$ cat config.mk
export PLATFORM = sky130hd
export DESIGN_NAME = ale_cell
export DESIGN_NICKNAME = d
export VERILOG_FILES = /design/src/design/ale_pkg.sv /design/src/design/ale_cell.sv
export SDC_FILE = /design/constraint.sdc
export NUM_CORES = 1
export LEC_CHECK = 0
export ABC_AREA = 1
export BUFFER_PORTS_ARGS = -buffer_cell sky130_fd_sc_hd__buf_4
export CAP_MARGIN = 20
export CELL_PAD_IN_SITES_DETAIL_PLACEMENT = 0
export CELL_PAD_IN_SITES_GLOBAL_PLACEMENT = 1
export CORE_MARGIN = 5
export CORE_UTILIZATION = 31
export DETAILED_ROUTE_END_ITERATION = 12
export PLACE_DENSITY_LB_ADDON = 0.1
export SLEW_MARGIN = 25
export SYNTH_ARGS = -nofsm -noshare
export SYNTH_HDL_FRONTEND = slang
export SYNTH_SLANG_ARGS = --single-unit
$ cat constraint.sdc
create_clock -name clk_i -period 4.8 [get_ports clk_i]
set_clock_uncertainty 0.15 [all_clocks]
set_input_delay 1.44 -clock clk_i [delete_from_list [all_inputs] [get_ports clk_i]]
set_output_delay 1.44 -clock clk_i [all_outputs]
set_load 0.02 [all_outputs]
$ cat src/design/ale_pkg.sv
// shared constants, codes and types of the array list engine
package ale_pkg;

  localparam int DEPTH  = 256;
  localparam int IDX_W  = (DEPTH > 1) ? $clog2(DEPTH) : 1;
  localparam int CNT_W  = $clog2(DEPTH + 1);
  localparam int CMP_W  = (CNT_W > 8) ? CNT_W : 9;

  // two-level priority encoder geometry
  localparam int GRP    = 16;
  localparam int GRP_W  = 4;
  localparam int NGRP   = (DEPTH + GRP - 1) / GRP;
  localparam int GI_W   = (NGRP > 1) ? $clog2(NGRP) : 1;
  localparam int ENC_W  = GI_W + GRP_W;
  localparam int PAD_W  = NGRP * GRP;

  // operation codes
  localparam logic [1:0] MODE_SEARCH = 2'd0;
  localparam logic [1:0] MODE_MODIFY = 2'd1;
  localparam logic [1:0] MODE_APPEND = 2'd2;
  localparam logic [1:0] MODE_DELETE = 2'd3;

  // status codes
  localparam logic [1:0] ST_OK       = 2'd0;
  localparam logic [1:0] ST_BAD_POS  = 2'd1;
  localparam logic [1:0] ST_FULL     = 2'd2;

  // command broadcast to every cell
  typedef struct packed {
    logic             wr_mod;
    logic             wr_app;
    logic             shift;
    logic [CMP_W-1:0] pos;
    logic [CMP_W-1:0] count;
    logic [31:0]      value;
  } cell_cmd_t;

endpackage

$ cat src/design/ale_cell.sv
// one list cell: holds an entry, writes, shifts from its right neighbour, compares
module ale_cell import ale_pkg::*; (
  input  logic             clk_i,
  input  cell_cmd_t        cmd_i,
  input  logic [CMP_W-1:0] index_i,
  input  logic [31:0]      next_i,
  output logic [31:0]      entry_o,
  output logic             match_o
);

  logic [31:0] entry_q, entry_d;

  always_comb begin
    entry_d = entry_q;
    if (cmd_i.wr_mod && (index_i == cmd_i.pos)) begin
      entry_d = cmd_i.value;
    end
    if (cmd_i.wr_app && (index_i == cmd_i.count)) begin
      entry_d = cmd_i.value;
    end
    if (cmd_i.shift && (index_i >= cmd_i.pos)) begin
      entry_d = next_i;
    end
  end

  always_ff @(posedge clk_i) begin
    entry_q <= entry_d;
  end

  assign entry_o = entry_q;
  // only entries in use take part in a search
  assign match_o = (entry_q == cmd_i.value) && (index_i < cmd_i.count);

endmodule

## Yosys cells after proc, flatten, opt, wreduce, memory -nomap -nowiden

Cells that the tools add are included.

| storage, ports and cells | value |
|---|---|
| register bits | 32 |
| word-level logic and storage cells | 14 |
| bits of input ports | 95 |
| output and inout bits | 33 |

| cells by class | value |
|---|---|
| $lt $le $gt $ge | 2 |
| equality and inequality tests | 3 |
| reductions and logical operators | 5 |
| mux-type cells | 3 |

Operators with widths:

| kind | count |
|---|---|
| 32-bit 2-to-1 mux | 3 |
| 32-bit == test | 1 |
| 9-bit == test | 2 |
| 9-bit >= comparator | 1 |
| 9-bit less-than comparator | 1 |
| 1-bit logical AND | 4 |
| 3-bit nonzero test | 1 |

## Logic depth before layout (Yosys ltp)

| depth | value |
|---|---|
| depth in word-level cells | 5 |
| gate-level depth with buffers | 12 |
| depth with buffers taken out | 11 |

## Worst setup path before layout

OpenSTA, ideal clock, no wires.

| timing | value |
|---|---|
| path kind | input-to-output |
| start | input cmd_i[40] (netlist name) |
| end | output match_o |
| required time | 3.210 ns |
| arrival time | 2.461 ns |
| cell stages on the path | 9 |
| slack | 0.749 ns |
| cell sequence | inv_1 > ha_1 > nand2_1 > nand2_1 > nor2_1 > nand2_1 > nor2_1 > nand3_1 > nor2_1 |

| on the way | value |
|---|---|
| cells in the longest elaborated chain, start to end | 2 |

RTL lines:

| what | RTL line | source |
|---|---|---|
| start, declared | ale_cell.sv:4 | `input cell_cmd_t cmd_i,` |
| 9-bit less-than comparator | ale_cell.sv:32 | `assign match_o = (entry_q == cmd_i.value) && (index_i < cmd_i.count);` |
| 1-bit logical AND | ale_cell.sv:32 |  |
| end, declared | ale_cell.sv:8 | `output logic match_o` |

Every way passes these cells.

## Worst setup path in the final report

Ends and elaborated chain as after synthesis.

==> summary.md <==
| Metric | Value |
|---|---|
| # setup viols final | `0` |
| CP Capture Point | `match_o` |
| Die area | `10340 um^2` |
| Final worst slack | `roughly 0.65 ns` |
| Crit path time final | `just over 4 ns` |
| Gr usage total | `between 10% and 20%` |
| Synth warn | `0` |
| Clock power frac | `~22%` |
| Clock sinks | `32` |
| Final HPWL DP | `around 6.2 mm` |
| Max_cap viols | `0` |
| Worst Path Required | `3.21 ns` |
| DRC viols | `0` |
| DR vias | `roughly 2.6k` |
| Slew Limit Fails | `0` |
| Avg Cell Area, Syn | `roughly 6.7 um^2` |
| Hold Path Depth | `3` |
| Register bit total from synthesis | `32` |
| Pre-CTS setup slack | `~0.64 ns` |
| Initial drt markers | `93` |
| CP cell instances | `buf_4 > inv_1 > ha_1 > nand2_1 > nand2_1 > nor2_1 > nand2_1 > nor2_1 > nand3_1 > nor2_1 > buf_4` |
| Critical-path top delay cell | `ha_1` |
| Die Y | `between 100 and 150 um` |
| Worst-Margin Slew | `between 0.8 and 0.9 ns` |
| Share of cells above drive strength 1 | `a little over a quarter` |
| Netlist cell types | `21` |
| Global-route wire length before repair | `about 12 mm` |
| Initial Util | `a little under a third` |
| Max reg flops | `32` |
| Syn nets | `503` |
| Cell-internal power | `roughly 0.6 mW` |
| Mapped cell area | `approximately 2600 um^2` |
| Most frequent cells in the layout | `nand2_1, buf_4, inv_1, nand3_1, edfxtp_1` |
| Row cnt | `33` |
| Setup TNS | `0 ns` |
| Final Hold Vio Count | `0` |
| Worst IR Drop VDD | `0.09559 mV` |
| GPL Wtd Cong | `0.7830` |
| Vias in the first global route | `roughly 2.7k` |
| H-tree Lvls | `2` |
| Busiest layer in global routing | `met2` |
| Critical path endpoint category | `output pin` |
| Vias per inst | `about 4.3` |
| Headroom to the max-slew limit | `41.80%` |
| Combinational share of power | `35.8%` |
| Antenna Cells | `0` |
| Final Power | `between 0.8 and 0.9 mW` |
| Final Cycle Share | `between 80 and 90%` |
| Clock Tree Buf Depth | `2` |
| Worst setup path start | `cmd_i[40]` |
| Post-CTS sizing | `0` |
| Synth Flop Type | `edfxtp_1` |
| I/O Pins | `128` |
| Setup CP Type | `in2out` |
| Clock transition at path regs | `0.06 ns` |
| Power per Cell Area | `around 240 nW/um^2` |
| Die width | `between 100 and 150 um` |
| Critical Path AT | `approximately 2.6 ns` |
| Fmax | `between 200 and 250 MHz` |
| Sequential-to-total area share from yosys stat | `between 30% and 40%` |
| Synth Instances | `390` |
| Max FO, Critical Path | `2` |
| Unrepaired setup endpoints after global routing | `false` |
| Fin nets | `628` |
| Reg power frac | `a little over two fifths` |
| CTS tree | `done` |
| EDFF count, synth | `32` |
| Status | `finished clean` |
| Sum of routed wire length over all layers | `around 7.9 mm` |
| Leak | `2.149 nW` |
| P_sw | `about 0.3 mW` |
| Pre-Repair DR Iteration Count | `4` |
| GRT overflow | `0` |
| CTS Buf Count | `5` |
| Worst setup SP type | `input port` |
| Switching part of the total | `~34%` |
| P&R area growth vs syn | `42.49%` |
| Routed wire per std cell | `roughly 13 um` |
| CP peak stage delay | `around 0.30 ns` |
| Met2 usage | `about a quarter` |
| Post-DRT Antenna Nets | `0` |
| Port bufs | `roughly 130` |
| Root Buffer | `clkbuf_8` |
| Core Box Area | `about 8200 um^2` |
| Post-synth ARST share | `0%` |
| Met3 usage | `around 4.9%` |
| Most common cell after layout, fill and taps aside | `nand2_1` |
| Hold Crit Class | `in2reg` |
| Initial antenna violation count | `0` |
| Postcts setup bufs | `0` |
| Largest net degree at the start of global routing | `34` |
| Hold Buf Count CTS | `0` |
| Global Route met1 Usage | `a little under a fifth` |
-- logic make-up after synthesis --
kind of cell / Yosys count / share of synthesized area, %
xor gates and xnor gates: 5 / 1.680
adders and majority gates: 18 / 8.642
DFF: 32 / 36.87
AOI/OAI and AO/OA: 8 / 1.632
buffers and inverters: 87 / 13.78
and+or+nand+nor: 240 / 37.40
-- Yosys cell counts, types with 3 or more instances --
cell | count | share of area (%)
a21oi_1 | 4 | 0.77
buf_6 | 3 | 1.3
clkbuf_1 | 3 | 0.43
clkinv_1 | 3 | 0.43
edfxtp_1 | 32 | 37
ha_1 | 18 | 8.6
inv_1 | 73 | 11
nand2_1 | 166 | 24
nand3_1 | 38 | 7.3
nor2_1 | 29 | 4.2
xor2_1 | 5 | 1.7
-- power by group through the flow --
stage                     clock, mW  sequential, mW  combinational, mW
after floorplan                   0           0.418              0.139
after global placement            0           0.380              0.325
after detailed placement          0           0.381              0.326
after CTS                     0.207           0.375              0.327
after global routing          0.216           0.380              0.364
final                         0.200           0.375              0.320
-- worst max-delay path, delay by kind of cell --
family                   cells  cell delay (ns)
AND/OR/NAND/NOR              7             0.57
adder cells (fa/ha/maj)      1             0.30
buffers and inverters        3             0.25
-- worst min-delay path by stage --
stage	from	endpoint	slack, ns
2_1_floorplan	cmd_i[0]	entry_o[0]$_DFFE_PP_	1.47
3_3_place_gp	cmd_i[14]	entry_o[14]$_DFFE_PP_	1.57
3_5_place_dp	cmd_i[14]	entry_o[14]$_DFFE_PP_	1.57
4_1_cts	cmd_i[28]	entry_o[28]$_DFFE_PP_	1.28
5_1_grt	cmd_i[25]	entry_o[25]$_DFFE_PP_	1.29
6_report	cmd_i[3]	entry_o[3]$_DFFE_PP_	1.28
-- metal layers --
| metal | up-vias | wire, um |
|---|---|---|
| li1 | 1435 | - |
| met1 | 1128 | 3400 |
| met2 | 77 | 3730 |
| met3 | 4 | 679 |
| met4 | 0 | 46 |
| met5 | - | 0 |
-- area by class of cell --
type                    instances  area, um^2
fillers                       907        4503
multi-input cells             271        1291
clock buffers                   7       76.32
inverters                      77       289.0
well taps                     105       131.4
repair buffers                128       960.9
flip-flops and latches         32       960.9
clock inverters                 1       3.754
-- stage by stage --
step | instance area (um^2) | util, % | hold slack [ns] | instances
floorplan | 2606 | - | 1.469 | 390
global placement | 3633 | 44.22 | 1.567 | 613
detailed placement | 3633 | 44.22 | 1.572 | 613
CTS | 3714 | 45.20 | 1.276 | 621
global route | 3714 | 45.20 | 1.287 | 621
finish | 3714 | 45.20 | 1.283 | 621
(Power assumes the default switching activity.)
