## src/design/ale_pkg.sv

```systemverilog
// shared constants, codes and types of the array list engine
package ale_pkg;

  localparam int DEPTH  = 256;
  localparam int IDX_W  = (DEPTH > 1) ? $clog2(DEPTH) : 1;
  localparam int CNT_W  = $clog2(DEPTH + 1);
  localparam int CMP_W  = (CNT_W > 8) ? CNT_W : 9;

  // two-level priority encoder geometry
  localparam int GRP    = 16;
  localparam int GRP_W  = 4;
  localparam int NGRP   = (DEPTH + GRP - 1) / GRP;
  localparam int GI_W   = (NGRP > 1) ? $clog2(NGRP) : 1;
  localparam int ENC_W  = GI_W + GRP_W;
  localparam int PAD_W  = NGRP * GRP;

  // operation codes
  localparam logic [1:0] MODE_SEARCH = 2'd0;
  localparam logic [1:0] MODE_MODIFY = 2'd1;
  localparam logic [1:0] MODE_APPEND = 2'd2;
  localparam logic [1:0] MODE_DELETE = 2'd3;

  // status codes
  localparam logic [1:0] ST_OK       = 2'd0;
  localparam logic [1:0] ST_BAD_POS  = 2'd1;
  localparam logic [1:0] ST_FULL     = 2'd2;

  // command broadcast to every cell
  typedef struct packed {
    logic             wr_mod;
    logic             wr_app;
    logic             shift;
    logic [CMP_W-1:0] pos;
    logic [CMP_W-1:0] count;
    logic [31:0]      value;
  } cell_cmd_t;

endpackage

```

## src/design/ale_enc.sv

```systemverilog
// two-level priority encoder: per-group lowest hit registered, then group select
module ale_enc import ale_pkg::*; (
  input  logic             clk_i,
  input  logic [DEPTH-1:0] match_i,
  output logic             hit_o,
  output logic [ENC_W-1:0] index_o
);

  logic [PAD_W-1:0] pad;
  logic [NGRP-1:0]  ghit_d, ghit_q;
  logic [GRP_W-1:0] glow_d [NGRP];
  logic [GRP_W-1:0] glow_q [NGRP];
  logic [GI_W-1:0]  gsel;

  assign pad = PAD_W'(match_i);

  always_comb begin
    for (int g = 0; g < NGRP; g++) begin
      ghit_d[g] = |pad[g*GRP +: GRP];
      glow_d[g] = '0;
      for (int b = GRP - 1; b >= 0; b--) begin
        if (pad[g*GRP + b]) begin
          glow_d[g] = GRP_W'(b);
        end
      end
    end
  end

  always_ff @(posedge clk_i) begin
    ghit_q <= ghit_d;
    glow_q <= glow_d;
  end

  always_comb begin
    gsel = '0;
    for (int g = NGRP - 1; g >= 0; g--) begin
      if (ghit_q[g]) begin
        gsel = GI_W'(g);
      end
    end
  end

  assign hit_o   = |ghit_q;
  assign index_o = {gsel, glow_q[gsel]};

endmodule

```

## config.mk

```make
export PLATFORM = sky130hd
export DESIGN_NAME = ale_enc
export DESIGN_NICKNAME = d
export VERILOG_FILES = /design/src/design/ale_pkg.sv /design/src/design/ale_enc.sv
export SDC_FILE = /design/constraint.sdc
export NUM_CORES = 1
export LEC_CHECK = 0
export ABC_AREA = 1
export BUFFER_PORTS_ARGS = -buffer_cell sky130_fd_sc_hd__buf_2
export CELL_PAD_IN_SITES_DETAIL_PLACEMENT = 0
export CELL_PAD_IN_SITES_GLOBAL_PLACEMENT = 2
export CORE_MARGIN = 4
export CORE_UTILIZATION = 23
export CTS_BUF_LIST = sky130_fd_sc_hd__clkbuf_8
export DETAILED_ROUTE_END_ITERATION = 10
export PLACE_DENSITY = 0.88
export REMOVE_ABC_BUFFERS = 1
export SLEW_MARGIN = 10
export SYNTH_ARGS = -nofsm -noshare
export SYNTH_HDL_FRONTEND = slang
export SYNTH_SLANG_ARGS = --single-unit
```

## constraint.sdc

```tcl
create_clock -name clk_i -period 2.53 [get_ports clk_i]
set_input_delay 0.506 -clock clk_i [delete_from_list [all_inputs] [get_ports clk_i]]
set_output_delay 0.506 -clock clk_i [all_outputs]
set_load 0.03 [all_outputs]
```

; ---- After elaboration in Yosys (flattened, before gate mapping)
; Cells that the tools add are included.
[word_totals]
elab_cells = 391
inputBits = 257
out_inout_bits = 9
ff_bits = 80
[op_classes]
n_mux = 259
reduce_logical = 65
n_lt_le_gt_ge = 1
n_bitwise = 1
[op_table]
columns = op, count
row1 = $mux W4, 146
row2 = $reduce_or A16 Y1, 17
row3 = $mux W3, 64
row4 = $reduce_or A8 Y1, 16
row5 = $mux W2, 32
row6 = $reduce_or A4 Y1, 16
row7 = $reduce_or A2 Y1, 16
row8 = $bmux W4 S4, 1
row9 = $mux W1, 16
row10 = $ge A5 B5 Y1 const B, 1
row11 = $not A4 Y5, 1

; ---- Longest topological paths before layout
; Gate-level depths: netlist of the first run.
[logic_depth]
depth_word = 20
ltp_mapped = 22
ltp_nobuf = 21

; ---- Worst setup path before layout of the first run
; OpenSTA, ideal clock, no wires.
[synth_path]
path_type = reg2out
startpoint = reg ghit_q[11]
endpoint = out index_o[1]
slack_ns = 0.104
t_arrival_ns = 1.920
path_buffers = 0
required_ns = 2.024
stages_incl_launch_ff = 8
path_cell_list = dfxtp_1 nor4_2 nand2_1 a21oi_2 inv_1 nand3_1 nand3_1 nand2_1
[synth_via]
elab_chain_cells = 16
[synth_rtl]
columns = item, line
row1 = start: declaration, ale_enc.sv:10  ; logic [NGRP-1:0] ghit_d, ghit_q;
row2 = start signal: assignment, ale_enc.sv:30  ; ghit_q <= ghit_d;
row3 = $mux W4 (12 in series), ale_enc.sv:37  ; if (ghit_q[g]) begin
row4 = net index_o[6], ale_enc.sv:6  ; output logic [ENC_W-1:0] index_o
row5 = $not A4 Y5 (not written as such), ale_enc.sv:44  ; assign index_o = {gsel, glow_q[gsel]};
row6 = $bmux W4 S4, ale_enc.sv:44
row7 = $mux W4 (not written as such) (2 in series), ale_enc.sv:44
row8 = end: declaration, ale_enc.sv:6
; The timed path passes the listed nets, and every way through them passes these cells. The select of a mux whose other input is x is not followed.

; ---- Worst setup path after layout of the first run
[layout_path]
startpoint = reg ghit_q[14]
endpoint = out index_o[1]
[layout_via]
elab_chain_cells = 19
[layout_rtl]
columns = item, line
row1 = $mux W4 (15 in series), ale_enc.sv:37
row2 = $not A4 Y5 (not written as such), ale_enc.sv:44
row3 = $bmux W4 S4, ale_enc.sv:44
row4 = $mux W4 (not written as such) (2 in series), ale_enc.sv:44
; No other way between the ends. The select of a mux whose other input is x is not followed.

==> results.md, run 1 <==
| Parameter | This run |
| --- | --- |
| PnR Total Power | 2.94 mW |
| CTS tree | built |
| Post-route core utilization | 0.321 |
| Hold violation total from the final report | 0 |
| Number of cells in the design after placement | 1,506 |
| Vias per inst | 4.27 |
| Kind of critical path | reg2out |
| Final-stage net count | 1,457 |
| Top cells by area in the synthesized netlist | sky130_fd_sc_hd__dfxtp_1 29%, sky130_fd_sc_hd__inv_1 14%, sky130_fd_sc_hd__nand3_1 12%, sky130_fd_sc_hd__nor2_1 8.9%, sky130_fd_sc_hd__a21oi_1 7.4% |
| Root Buffer | sky130_fd_sc_hd__clkbuf_8 |
| Worst max-slew margin expressed relative to the limit | 0.546 |
| Hold-fix buffer count after cts | 0 |
| Cell area power density | 391 mW/mm^2 |
| Antenna violations before repair | 0 |
| Number of antenna-violating nets in the routed design | 0 |
| CTS H-Tree Depth | 3 |
| Startpoint types | register |
| Number of placed I/O pins | 266 |
| Total clock buffers created by CTS | 9 |
| # Post-CTS Setup Buffers | 0 |
| Synth Instances | 928 |
| Core region area | 0.0235 sq mm |
| Worst VDD drop | 208 uV |
| Area added between synthesis and finish | 36.9% |
| Slowest library cell on the worst path | sky130_fd_sc_hd__dfxtp_2 |
| Clk slew on worst S/H paths | 0.08 ns |
| Post-layout instance area | 0.00753 sq mm |
| Fin Hold WS | 0.304 ns |
| Max incr delay on CP | 0.33 ns |
| Buffer and inverter count on the worst path | 2 |
| Worst setup path startpoint | ghit_q[14]$_DFF_P_ |
| Number of distinct standard cells referenced by the synthesized netlist | 23 |
| Yosys synthesis warning count | 0 |
| Total grt overflow | 0 |
| Overall via count from detail_route | 6,513 |
| Port bufs | 265 |
| Flops & latches, synth | 80 |
| Final Cycle Share | 1.10 |
| Last weighted congestion value of the routability-driven placer | 0.791 |
| Average size of a mapped cell | 5.93 sq um |
| Cell type contributing the most total cell area after synthesis | sky130_fd_sc_hd__dfxtp_1 |
| Crit path setup slack, layout | -0.250 ns |
| Fraction of synthesized cell area taken by the top area cell type | 0.291 |
| Final min period | 2.78 ns |
| FP Rows | 56 |
| Number of standard cells in the layout, taps in and fillers out | 1,524 |
| Kind of cell with the highest combined delay on the critical path | simple AND/OR/NAND/NOR gates |
| Most common cell after layout, fill and taps aside | sky130_fd_sc_hd__buf_2 |
| Standby leakage power | 3.85 nW |
| Die height | 163 microns |
| Worst slack at placement | 0.0602 ns |
| Proportion of layout cells with a drive suffix above 1 | 0.265 |
| Data required, critical path | 2.02 ns |
| Failing checks | setup timing |
| Type of the worst min-delay path | in2reg |
| Effective utilization at floorplan | 0.234 |
| Width of the die | 163 microns |
| Final setup fails | 4 |
| Wire length of the first global-routing pass | 28.6 mm |
| Most frequent cell on the critical path | sky130_fd_sc_hd__nand2_1 |
| Startpoint of the lowest-slack hold path | match_i[32] |
| CP arrival | 2.27 ns |
| Maximum fanout along the worst path | 16 |
| Post-synth EDFFs | 0 |
| Pre-antenna DRT Iters | 5 |
| Iter 0 DRT Violations | 242 |
| Total track usage | 0.132 |
| DRC Markers | 0 |
| Highest-count cells in the layout ignoring fill and taps | 260 x sky130_fd_sc_hd__buf_2, 210 x sky130_fd_sc_hd__inv_1, 130 x sky130_fd_sc_hd__nor2_1, 126 x sky130_fd_sc_hd__nand3_1, 98 x sky130_fd_sc_hd__nand2_1 |
| Number of maximum-capacitance violations | 0 |
| Routed length per instance | 12.0 microns |
| Largest net degree at the start of global routing | 34 |
| Worst-Margin Slew | 0.674 ns |
| Placement-stage cell area | 0.00719 sq mm |
| Setup total negative slack | -0.948 ns |
| Predominant post-synthesis flop cell | sky130_fd_sc_hd__dfxtp_1 |
| Final WL | 18.3 mm |
| Unrepaired setup endpoints after global routing | yes |
| Maximum operating frequency | 360 MHz |
| Clock sink total | 80 |
| Ant. Diodes | 0 |
| Overall die area | 0.0264 sq mm |
| Ordered list of cells on the worst path | inv_1 > nand2_1 > nand2_1 > nand2_1 > nand2_1 > nand2_1 > nand2_1 > nand2_1 > nand2_1 > nand2_1 > nand2_1 > nand2_1 > nand2_1 > nand2_2 > nand2_8 > nand2_4 > nand2_1 > nand3_1 > nand3_1 > nand3_1 > nand2_1 > buf_6 |
| Clk buf depth | 2 |
| Number of max-slew violations in the final report | 0 |
| Fraction of registers with async set or reset after synthesis | 0 |
| Number of global-route vias before repair | 6,198 |
| Result of the run | finished, violations left |
| Synth Cell Area | 0.00550 sq mm |
| Portion of the post-synthesis area used by sequential elements | 0.291 |
| Placed wire-length estimate | 15.8 mm |
| Critical path capture point type | primary output |
## logic make-up (layout without fill, tap and decap cells)
| group | Yosys count | after routing | synth area share |
|---|---|---|---|
| buffers and inverters | 243 | 519 | 0.172 |
| AND/OR/NAND/NOR | 459 | 460 | 0.385 |
| flip-flops | 80 | 80 | 0.291 |
| AO/OA/AOI/OAI | 146 | 146 | 0.151 |
## cell type report
type	count	area, sq um
Fill cell	2678	15900
Multi-Input combinational cell	606	2990
Sequential cell	80	1600
Timing Repair Buffer	271	1430
Inverter	232	873
Tap cell	319	399
Clock buffer	11	151
Clock inverter	5	80.1
## sequential cells by signal, summed over array words and instances (netlist names)
register  flops
glow_q       64
ghit_q       16
## Yosys cell counts, types with 3 or more instances
cell / count
sky130_fd_sc_hd__o21bai_1: 15
sky130_fd_sc_hd__nor2_1: 130
sky130_fd_sc_hd__inv_1: 209
sky130_fd_sc_hd__nor3_1: 49
sky130_fd_sc_hd__buf_6: 3
sky130_fd_sc_hd__nand2_1: 99
sky130_fd_sc_hd__dfxtp_1: 80
sky130_fd_sc_hd__a21oi_1: 81
sky130_fd_sc_hd__nor4_1: 17
sky130_fd_sc_hd__o311ai_1: 16
sky130_fd_sc_hd__clkbuf_1: 4
sky130_fd_sc_hd__inv_2: 23
sky130_fd_sc_hd__nand3_1: 127
sky130_fd_sc_hd__or2_1: 16
sky130_fd_sc_hd__o21ai_1: 33
sky130_fd_sc_hd__buf_4: 3
sky130_fd_sc_hd__nand3b_1: 16
## timing repair
action	4_1_cts	5_1_grt
cloned	0	2
resized for setup	10	10
pin swaps	0	1
endpoints found under the setup margin	4	7
## report_power, final
group	switching, mW	internal [mW]	total (mW)
Clock	0.445	0.607	1.05
Combinational	0.304	0.275	0.579
Sequential	0.0114	1.30	1.31
## per-layer routing
| metal | wire length [microns] | track usage |
|---|---|---|
| met1 | 8200 | 0.166 |
| met2 | 8680 | 0.230 |
| met3 | 1330 | 0.0349 |
| met4 | 104 | 0.0229 |
| met5 | 0 | 0 |
## final timing paths
path	end	cells after the start	slack, ns
hold / removal	glow_q[52]$_SDFF_PP0_	2	0.30
setup / recovery	index_o[1]	22	-0.25
No activity file was read; power rests on OpenSTA's default activity.
==> run 2: changes to the inputs <==
--- a/config.mk
+++ b/config.mk
@@ -10,10 +10,11 @@
 export CELL_PAD_IN_SITES_DETAIL_PLACEMENT = 0
 export CELL_PAD_IN_SITES_GLOBAL_PLACEMENT = 2
 export CORE_MARGIN = 4
-export CORE_UTILIZATION = 23
+export CORE_UTILIZATION = 21
 export CTS_BUF_LIST = sky130_fd_sc_hd__clkbuf_8
 export DETAILED_ROUTE_END_ITERATION = 10
-export PLACE_DENSITY = 0.88
+export HOLD_SLACK_MARGIN = 0.05
+export PLACE_DENSITY = 0.85
 export REMOVE_ABC_BUFFERS = 1
 export SLEW_MARGIN = 10
 export SYNTH_ARGS = -nofsm -noshare
==> constraint.sdc (replaced) <==
create_clock -name clk_i -period 2.4 [get_ports clk_i]
set_input_delay 0.48 -clock clk_i [delete_from_list [all_inputs] [get_ports clk_i]]
set_output_delay 0.48 -clock clk_i [all_outputs]
set_load 0.03 [all_outputs]
==> run 2 against run 1 <==
The flow still finishes with violations (setup timing). Critical endpoint is now index_o[0]. Design area rose by 0.47%. Largest power group unchanged. Critical path depth stayed put. Final cell count increased by 0.79%. Clock power about the same. Via count down 0.38%. Setup slack worse by 0.10 ns. Global-route usage shrank 0.32 points. First-iteration DRC count increased by 15%. Critical path type unchanged. Sequential power increased by 5%.
==> results.md, run 2 (synthesized netlist as in run 1, its figures left out) <==
| Parameter | This run |
| --- | --- |
| Number of placed I/O pins | 266 |
| Port bufs | 265 |
| Startpoint types | register |
| Clock sink total | 80 |
| Number of antenna-violating nets in the routed design | 0 |
| Total clock buffers created by CTS | 9 |
| CP arrival | 2.27 ns |
| Final-stage net count | 1,460 |
| Width of the die | 170 microns |
| Maximum operating frequency | 363 MHz |
| Worst-Margin Slew | 0.527 ns |
| Hold-fix buffer count after cts | 0 |
| Worst max-slew margin expressed relative to the limit | 0.646 |
| Type of the worst min-delay path | in2reg |
| Crit path setup slack, layout | -0.351 ns |
| Max reg flops | 64 |
| Clk buf depth | 2 |
| Ant. Diodes | 0 |
| Worst VDD drop | 278 uV |
| Root Buffer | sky130_fd_sc_hd__clkbuf_8 |
| Die height | 170 microns |
| Result of the run | finished, violations left |
| Slowest library cell on the worst path | sky130_fd_sc_hd__dfxtp_2 |
| DRC Markers | 0 |
| Post-layout instance area | 0.00756 sq mm |
| Standby leakage power | 3.86 nW |
| Unrepaired setup endpoints after global routing | yes |
| Total track usage | 0.129 |
| CTS H-Tree Depth | 3 |
| Hold violation total from the final report | 0 |
| Most common cell after layout, fill and taps aside | sky130_fd_sc_hd__buf_2 |
| Clk slew on worst S/H paths | 0.08 ns |
| Proportion of layout cells with a drive suffix above 1 | 0.268 |
| Largest net degree at the start of global routing | 21 |
| Cell area power density | 403 mW/mm^2 |
| Area added between synthesis and finish | 37.5% |
| Iter 0 DRT Violations | 279 |
| Maximum fanout along the worst path | 7 |
| Pre-antenna DRT Iters | 6 |
| Antenna violations before repair | 0 |
| Final setup fails | 4 |
| Post-route core utilization | 0.297 |
| Overall via count from detail_route | 6,488 |
| Number of standard cells in the layout, taps in and fillers out | 1,536 |
| Setup total negative slack | -1.31 ns |
| FP Rows | 58 |
| Kind of cell with the highest combined delay on the critical path | simple AND/OR/NAND/NOR gates |
| Wire length of the first global-routing pass | 30.2 mm |
| Number of max-slew violations in the final report | 0 |
| Max incr delay on CP | 0.33 ns |
| Ordered list of cells on the worst path | inv_1 > nand2_1 > nand2_1 > nand2_1 > nand2_1 > nand2_1 > nand2_1 > nand2_1 > nand2_1 > nand2_1 > nand2_1 > nand2_1 > nand2_1 > nand2_2 > nand2_8 > clkbuf_16 > nand3b_1 > nand3_1 > nand3_1 > nand3_1 > nand2_1 > buf_6 |
| Vias per inst | 4.22 |
| Number of maximum-capacitance violations | 0 |
| Total grt overflow | 0 |
| Most flops, register | glow_q |
| Number of global-route vias before repair | 6,396 |
| PnR Total Power | 3.05 mW |
| Top Registers | glow_q (64), ghit_q (16) |
| Effective utilization at floorplan | 0.216 |
| Final Cycle Share | 1.15 |
| CTS tree | built |
| Routed length per instance | 12.5 microns |
| Number of cells in the design after placement | 1,518 |
| Placement-stage cell area | 0.00722 sq mm |
| Data required, critical path | 1.92 ns |
| Final WL | 19.2 mm |
| Last weighted congestion value of the routability-driven placer | 0.807 |
| Overall die area | 0.0288 sq mm |
| Most frequent cell on the critical path | sky130_fd_sc_hd__nand2_1 |
| Buffer and inverter count on the worst path | 3 |
| Failing checks | setup timing |
| Placed wire-length estimate | 16.7 mm |
| Highest-count cells in the layout ignoring fill and taps | 259 x sky130_fd_sc_hd__buf_2, 209 x sky130_fd_sc_hd__inv_1, 130 x sky130_fd_sc_hd__nor2_1, 124 x sky130_fd_sc_hd__nand3_1, 98 x sky130_fd_sc_hd__nand2_1 |
| Critical path capture point type | primary output |
| Final min period | 2.75 ns |
| Kind of critical path | reg2out |
| Core region area | 0.0255 sq mm |
==> run 2: cell types whose count changed in the layout (fill, tap and decap cells not counted), sizes merged <==
cell	delta
buf	+3
clkinv	+1
inv	-1
clkbuf	-1
clkinvlp	-1
==> run 2: timing repair <==
item	in CTS	in global routing
endpoints found under the setup margin	5	7
pin swaps	0	1
gates cloned	2	1
gates resized for setup	12	5
buffers inserted	1	0
==> run 2: per-layer routing <==
layer	share of wire	global-route usage	vias up	wire (microns)
li1	-	-	3527	-
met1	0.44	0.159	2771	8410
met2	0.48	0.225	176	9230
met3	0.070	0.0344	14	1360
met4	0.013	0.0280	0	250
met5	0	0	-	0
==> run 2: report_power, final <==
part / leakage, nW / internal (mW) / total [mW] / switching, mW
combinational: 3.10 / 0.290 / 0.616 / 0.326
sequential: 0.655 / 1.37 / 1.38 / 0.0121
clock: 0.108 / 0.599 / 1.05 / 0.452
==> run 2: layout make-up <==
cell class | count | area (sq um)
clock inverter | 4 | 70.1
sequential | 80 | 1600
multi-input combinational | 606 | 3000
fill | 2908 | 17900
timing repair buffer | 274 | 1470
inverter | 232 | 871
tap | 330 | 413
clock buffer | 10 | 138
==> run 2: path summary, 6_finish.rpt <==
path,start,to,slack [ns],cells past startpoint
hold / removal,match_i[176],glow_q[16]$_SDFF_PP0_,0.29,2
setup / recovery,ghit_q[14]$_DFF_P_,index_o[0],-0.35,22
==> run 2: stage by stage <==
step / setup WS, ns / hold WS, ns
after floorplan: 0.000224 / 0.549
after global routing: -0.589 / 0.271
after detailed placement: -0.0658 / 0.658
after global placement: -0.0438 / 0.652
final: -0.351 / 0.287
after CTS: -0.347 / 0.268
